## src/rtl/btff_pkg.sv

```systemverilog
// shared types, codes and tag helpers for the boundary tag first-fit allocator
// no dependencies; used by every module of the block
package btff_pkg;

   localparam int HEAP_BYTES_DEFAULT = 65536;
   localparam int TAG_W  = 17;
   localparam int ADDR_W = 32;
   localparam int NEED_W = 18;

   typedef logic [TAG_W-1:0]  tag_type;
   typedef logic [ADDR_W-1:0] addr_type;
   typedef logic [NEED_W-1:0] need_type;

   // item kinds
   localparam logic [1:0] KIND_FORMAT = 2'd0;
   localparam logic [1:0] KIND_ALLOC  = 2'd1;
   localparam logic [1:0] KIND_FREE   = 2'd2;

   // result status codes
   localparam logic [1:0] STATUS_DONE    = 2'd0;
   localparam logic [1:0] STATUS_NOFIT   = 2'd1;
   localparam logic [1:0] STATUS_IGNORED = 2'd2;
   localparam logic [1:0] STATUS_NOTFMT  = 2'd3;

   localparam tag_type  HEAP_LEN_RESET = 17'h10000;
   localparam tag_type  MIN_HEAP       = 17'd32;
   localparam tag_type  SPLIT_MIN      = 17'd16;
   localparam addr_type FIRST_HDR      = 32'd8;
   localparam addr_type WORD_BYTES     = 32'd8;
   localparam addr_type HDR_PAD        = 32'd23;
   localparam addr_type SIZE_GUARD     = 32'd16;

   typedef struct packed {
      logic [1:0]  kind;
      logic [16:0] request_bytes;
      logic [15:0] release_offset;
   } req_type;

   typedef struct packed {
      logic [15:0] granted_offset;
      logic [1:0]  status;
   } rsp_type;

   typedef struct packed {
      addr_type a;
      addr_type b;
      logic     sub;
   } alu_op_type;

   typedef struct packed {
      addr_type sum;
      logic     borrow;
   } alu_res_type;

   typedef struct packed {
      addr_type rd_addr;
      logic     wr_en;
      addr_type wr_addr;
      tag_type  wr_data;
   } mem_req_type;

   function automatic addr_type ext_tag(input tag_type t);
      return {{(ADDR_W-TAG_W){1'b0}}, t};
   endfunction

   function automatic tag_type size_of(input tag_type t);
      return {t[TAG_W-1:4], 4'b0000};
   endfunction

   function automatic tag_type tag_word(input tag_type size, input logic alloc,
                                        input logic prev);
      return {size[TAG_W-1:4], 2'b00, prev, alloc};
   endfunction

endpackage

```

## src/rtl/btff_alu.sv

```systemverilog
// shared 32-bit add/subtract unit used by the allocator sequencer
// depends on btff_pkg for the operand and result structs
module btff_alu (
   input  btff_pkg::alu_op_type  alu_op,
   output btff_pkg::alu_res_type alu_res
);

   logic [btff_pkg::ADDR_W-1:0] b_sel;
   logic [btff_pkg::ADDR_W:0]   full;

   // subtract as a + ~b + 1, borrow is the missing carry
   assign b_sel = alu_op.sub ? ~alu_op.b : alu_op.b;
   assign full  = {1'b0, alu_op.a} + {1'b0, b_sel}
                  + {{btff_pkg::ADDR_W{1'b0}}, alu_op.sub};

   assign alu_res.sum    = full[btff_pkg::ADDR_W-1:0];
   assign alu_res.borrow = alu_op.sub & ~full[btff_pkg::ADDR_W];

endmodule

```

## config.mk

```make
export PLATFORM = sky130hd
export DESIGN_NAME = btff_alu
export DESIGN_NICKNAME = d
export VERILOG_FILES = /design/src/rtl/btff_pkg.sv /design/src/rtl/btff_alu.sv
export SDC_FILE = /design/constraint.sdc
export NUM_CORES = 1
export LEC_CHECK = 0
export BUFFER_PORTS_ARGS = -buffer_cell sky130_fd_sc_hd__buf_2
export CAP_MARGIN = 40
export CORE_MARGIN = 1.5
export CORE_UTILIZATION = 51
export DETAILED_ROUTE_END_ITERATION = 8
export PLACE_DENSITY = 0.94
export SLEW_MARGIN = 0
export SYNTH_ARGS = -nofsm -noshare
export SYNTH_HDL_FRONTEND = slang
export SYNTH_SLANG_ARGS = --single-unit
```

## constraint.sdc

```tcl
create_clock -name vclk -period 4.2
set_input_delay 0.42 -clock vclk [all_inputs]
set_output_delay 0.42 -clock vclk [all_outputs]
set_load 0.02 [all_outputs]
```

==> flow_summary.html <==
<table>
<tr><th>Metric</th><th>Value</th></tr>
<tr><th colspan="2">Cells and area</th></tr>
<tr><td>Fill cells</td><td>between 300 and 400</td></tr>
<tr><td>Number of standard cells in the final layout excluding fillers</td><td>between 400 and 500</td></tr>
<tr><td>Antenna diode instance count</td><td>0</td></tr>
<tr><td>Post-route cell area</td><td>around 0.0027 sq mm</td></tr>
<tr><td>Total of clock buffers placed in the layout</td><td>0</td></tr>
<tr><td>Layout net count</td><td>about 490</td></tr>
<tr><td>Sequential standard cell area</td><td>0 sq um</td></tr>
<tr><td>Layout-stage area growth over the synthesis result</td><td>21.9%</td></tr>
<tr><td>Layout cell share with drive strength beyond 1</td><td>0.281</td></tr>
<tr><td>Seq_cells</td><td>0</td></tr>
<tr><th colspan="2">Die</th></tr>
<tr><td>Initial core utilization</td><td>0.540</td></tr>
<tr><td>Placement Rows</td><td>23</td></tr>
<tr><td>Core Region</td><td>a little over 0.004 sq mm</td></tr>
<tr><td>Number of I/O pins</td><td>98</td></tr>
<tr><td>Area enclosed by the die boundary</td><td>approximately 0.0047 sq mm</td></tr>
<tr><td>Die height</td><td>between 60 and 70 um</td></tr>
<tr><td>Die width</td><td>around 69 um</td></tr>
<tr><th colspan="2">STA</th></tr>
<tr><td>Count of endpoints failing setup in the final report</td><td>0</td></tr>
<tr><td>Actual transition at the worst max-transition pin</td><td>0.489 ns</td></tr>
<tr><td>Unrepaired setup endpoints after global routing</td><td>no</td></tr>
<tr><td>Worst slew slack as a fraction of its limit</td><td>0.671</td></tr>
<tr><td>Period Utilization, post-route</td><td>0.880</td></tr>
<tr><td>Final hold viol count</td><td>0</td></tr>
<tr><td>Max Transition Viols Final</td><td>0</td></tr>
<tr><td>Time the final worst path needs with I/O delays and setup</td><td>between 3 and 4 ns</td></tr>
<tr><td>Setup TNS</td><td>0 ns</td></tr>
<tr><td>Highest achievable clock rate</td><td>between 200 and 300 MHz</td></tr>
<tr><th colspan="2">Run</th></tr>
<tr><td>Max Cap Violations</td><td>0</td></tr>
<tr><th colspan="2">Placed design</th></tr>
<tr><td>Placed Area</td><td>between 0.002 and 0.003 sq mm</td></tr>
<tr><td>Post-placement cell count</td><td>438</td></tr>
<tr><td>Final weighted congestion in routability-driven placement</td><td>0.960</td></tr>
<tr><td>Number of buffer cells added on primary ports</td><td>around 100</td></tr>
<tr><td>DPL Wire Length</td><td>about 5.0 mm</td></tr>
<tr><th colspan="2">Clock network</th></tr>
<tr><td>Post-cts repair resize count</td><td>0</td></tr>
<tr><td>Setup fix buffers added after clock tree synthesis</td><td>0</td></tr>
<tr><td>Hold bufs inserted after CTS</td><td>0</td></tr>
<tr><th colspan="2">Pwr</th></tr>
<tr><td>Switching power</td><td>around 460 uW</td></tr>
<tr><td>Logic gate share of total power</td><td>1.000</td></tr>
<tr><td>Static leakage</td><td>around 1.4 nW</td></tr>
<tr><td>Power share of the clock group</td><td>0</td></tr>
<tr><td>Sw Ratio</td><td>0.607</td></tr>
<tr><td>Internal</td><td>297 uW</td></tr>
<tr><td>Maximum VDD drop</td><td>between 0.15 and 0.2 mV</td></tr>
<tr><td>Part of the total power dissipated in sequential elements</td><td>0</td></tr>
<tr><td>PD cells</td><td>about 280 mW/mm^2</td></tr>
<tr><th colspan="2">Detailed routing</th></tr>
<tr><td>Sum of routed wire length over all layers</td><td>slightly below 6 mm</td></tr>
<tr><td>Average wire per standard cell</td><td>about 13 um</td></tr>
<tr><td>Antenna viol nets, final</td><td>0</td></tr>
<tr><td>Initial DRC count</td><td>about 160</td></tr>
<tr><td>Via count</td><td>~2500</td></tr>
<tr><td>Detailed Routing Iterations Pass 1</td><td>4</td></tr>
<tr><td>Drc violations</td><td>0</td></tr>
<tr><td>Via-per-instance ratio</td><td>5.74</td></tr>
<tr><th colspan="2">Status</th></tr>
<tr><td>Result of the run</td><td>complete, no violations</td></tr>
<tr><th colspan="2">Global route</th></tr>
<tr><td>Maximum number of pins on one net before global-route repair</td><td>22</td></tr>
<tr><td>First-pass GRT wire length</td><td>between 9 and 10 mm</td></tr>
<tr><td>Number of global-route vias before repair</td><td>approximately 2300</td></tr>
<tr><td>Residual overflow from global routing</td><td>0</td></tr>
<tr><td>Number of antenna violations at the first check in global routing</td><td>0</td></tr>
<tr><td>Aggregate global-route resource usage</td><td>0.247</td></tr>
<tr><th colspan="2">Setup path</th></tr>
<tr><td>Critical path capture point type</td><td>output port</td></tr>
<tr><td>Cells along the critical path</td><td>buf_2 -&gt; buf_4 -&gt; xor2_1 -&gt; ha_1 -&gt; a21o_1 -&gt; o21bai_1 -&gt; a221o_1 -&gt; a21oi_1 -&gt; o21ai_0 -&gt; a21oi_4 -&gt; o2111a_1 -&gt; buf_2</td></tr>
<tr><td>Crit-path max FO</td><td>21</td></tr>
<tr><td>Longest individual stage delay on the worst path</td><td>0.39 ns</td></tr>
<tr><td>Master of the slowest instance on the critical path</td><td>sky130_fd_sc_hd__buf_4</td></tr>
<tr><td>Top Family by Delay on Critical Path</td><td>compound AO/OA/AOI/OAI gates</td></tr>
<tr><td>Cell mode on critical path</td><td>sky130_fd_sc_hd__buf_2</td></tr>
<tr><td>Required time of the worst setup path</td><td>roughly 3.8 ns</td></tr>
<tr><td>Worst endpoint data arrival time</td><td>~3.3 ns</td></tr>
<tr><td>Worst setup SP type</td><td>input port</td></tr>
<tr><td>Number of buffers and inverters on the critical path</td><td>3</td></tr>
<tr><td>Path type of the worst setup path</td><td>in -&gt; out</td></tr>
<tr><th colspan="2">Yosys</th></tr>
<tr><td>Number of distinct library cell variants in the gate-level netlist after synthesis</td><td>50</td></tr>
<tr><td>Number of nets produced by synthesis</td><td>401</td></tr>
<tr><td>Post-synth top cells</td><td>sky130_fd_sc_hd__xor2_1 (42), sky130_fd_sc_hd__ha_1 (31), sky130_fd_sc_hd__a21oi_1 (27), sky130_fd_sc_hd__nand2_1 (26), sky130_fd_sc_hd__nor2_1 (21)</td></tr>
<tr><td>Portion of synthesized cell area occupied by the leading cell type</td><td>0.177</td></tr>
<tr><td>Synth Cell Area</td><td>~0.0022 sq mm</td></tr>
<tr><td>Top post-synthesis cells by area</td><td>sky130_fd_sc_hd__ha_1 (18%), sky130_fd_sc_hd__xor2_1 (17%), sky130_fd_sc_hd__xnor2_1 (7.2%), sky130_fd_sc_hd__a21oi_1 (6.2%), sky130_fd_sc_hd__a21o_1 (5.8%)</td></tr>
<tr><td>Area leader, netlist</td><td>sky130_fd_sc_hd__ha_1</td></tr>
<tr><td>Warnings from Yosys</td><td>0</td></tr>
<tr><td>Number of standard cells after synthesis</td><td>around 300</td></tr>
<tr><td>Most common cell in the synthesized netlist</td><td>sky130_fd_sc_hd__xor2_1</td></tr>
<tr><td>Portion of the post-synthesis area used by sequential elements</td><td>0</td></tr>
<tr><td>Post-synthesis average cell area</td><td>just over 7 sq um</td></tr>
<tr><th colspan="2">Worst hold path</th></tr>
<tr><td>Type of the tightest min-delay check</td><td>in -&gt; out</td></tr>
</table>
worst paths after layout:
kind	start	to	slack (ns)	cells after the start
worst max-delay path	alu_op[0]	alu_res[0]	0.50	12
worst min-delay path	alu_op[33]	alu_res[1]	1.15	3
routing by layer:
| layer | GRT usage | vias up | wire length [um] |
|---|---|---|---|
| met2 | 0.429 | 80 | 2850 |
| met3 | 0.0179 | 6 | 354 |
| li1 | - | 1280 | - |
| met5 | 0 | - | 0 |
| met4 | 0.0375 | 0 | 34 |
| met1 | 0.337 | 1146 | 2640 |
cell families (layout without fill, tap and decap cells):
logic type | Yosys count | count (layout) | synth area share
XOR/XNOR | 60 | 60 | 0.240
multiplexers | 1 | 1 | 0.00628
buffers and inverters | 24 | 108 | 0.0525
adder cells (fa/ha/maj) | 32 | 32 | 0.186
AO/OA/AOI/OAI | 109 | 109 | 0.349
AND/OR/NAND/NOR | 78 | 78 | 0.167
cell usage in the layout, fill, tap and decap left out, types with 3 or more instances in the layout:
cell type / count
sky130_fd_sc_hd__o21ai_0: 14
sky130_fd_sc_hd__ha_1: 31
sky130_fd_sc_hd__nand3_1: 10
sky130_fd_sc_hd__buf_2: 98
sky130_fd_sc_hd__xnor2_1: 18
sky130_fd_sc_hd__o21a_1: 4
sky130_fd_sc_hd__a31oi_1: 5
sky130_fd_sc_hd__a21o_1: 17
sky130_fd_sc_hd__o211ai_1: 3
sky130_fd_sc_hd__o21ai_1: 4
sky130_fd_sc_hd__inv_1: 9
sky130_fd_sc_hd__nand2b_1: 3
sky130_fd_sc_hd__o21bai_1: 7
sky130_fd_sc_hd__a21oi_1: 27
sky130_fd_sc_hd__nand4_1: 5
sky130_fd_sc_hd__nor2_1: 21
sky130_fd_sc_hd__xor2_1: 42
sky130_fd_sc_hd__nand2_1: 26
sky130_fd_sc_hd__nor2b_1: 3
power by group through the flow:
| stage | combinational, mW | clock [mW] | sequential, mW |
|---|---|---|---|
| finish | 0.754 | 0 | 0 |
| global route | 0.824 | 0 | 0 |
| CTS | 0.748 | 0 | 0 |
| detailed placement | 0.745 | 0 | 0 |
| global placement | 0.734 | 0 | 0 |
| floorplan | 0.548 | 0 | 0 |
final cells by class:
class / instances / area [sq um] / share of cell area
inverters: 9 / 33.8 / 0.0126
repair buffers: 99 / 498 / 0.186
well taps: 50 / 62.6 / 0.0234
multi-input cells: 280 / 2080 / 0.778
per-stage QoR:
| step | hold slack, ns | setup slack [ns] | total power [mW] | utilization |
|---|---|---|---|---|
| after floorplan | 0.964 | 0.838 | 0.548 | - |
| after global placement | 1.15 | 0.546 | 0.734 | 0.658 |
| after detailed placement | 1.16 | 0.499 | 0.745 | 0.658 |
| after CTS | 1.16 | 0.497 | 0.748 | 0.658 |
| after global routing | 1.20 | 0.252 | 0.824 | 0.658 |
| final | 1.15 | 0.503 | 0.754 | 0.658 |
worst min-delay path, delay by kind of cell:
| kind | cells | cell delay, ns |
|---|---|---|
| buffers and inverters | 2 | 0.26 |
| xor gates and xnor gates | 1 | 0.06 |
Power figures use the tool's default switching activity.
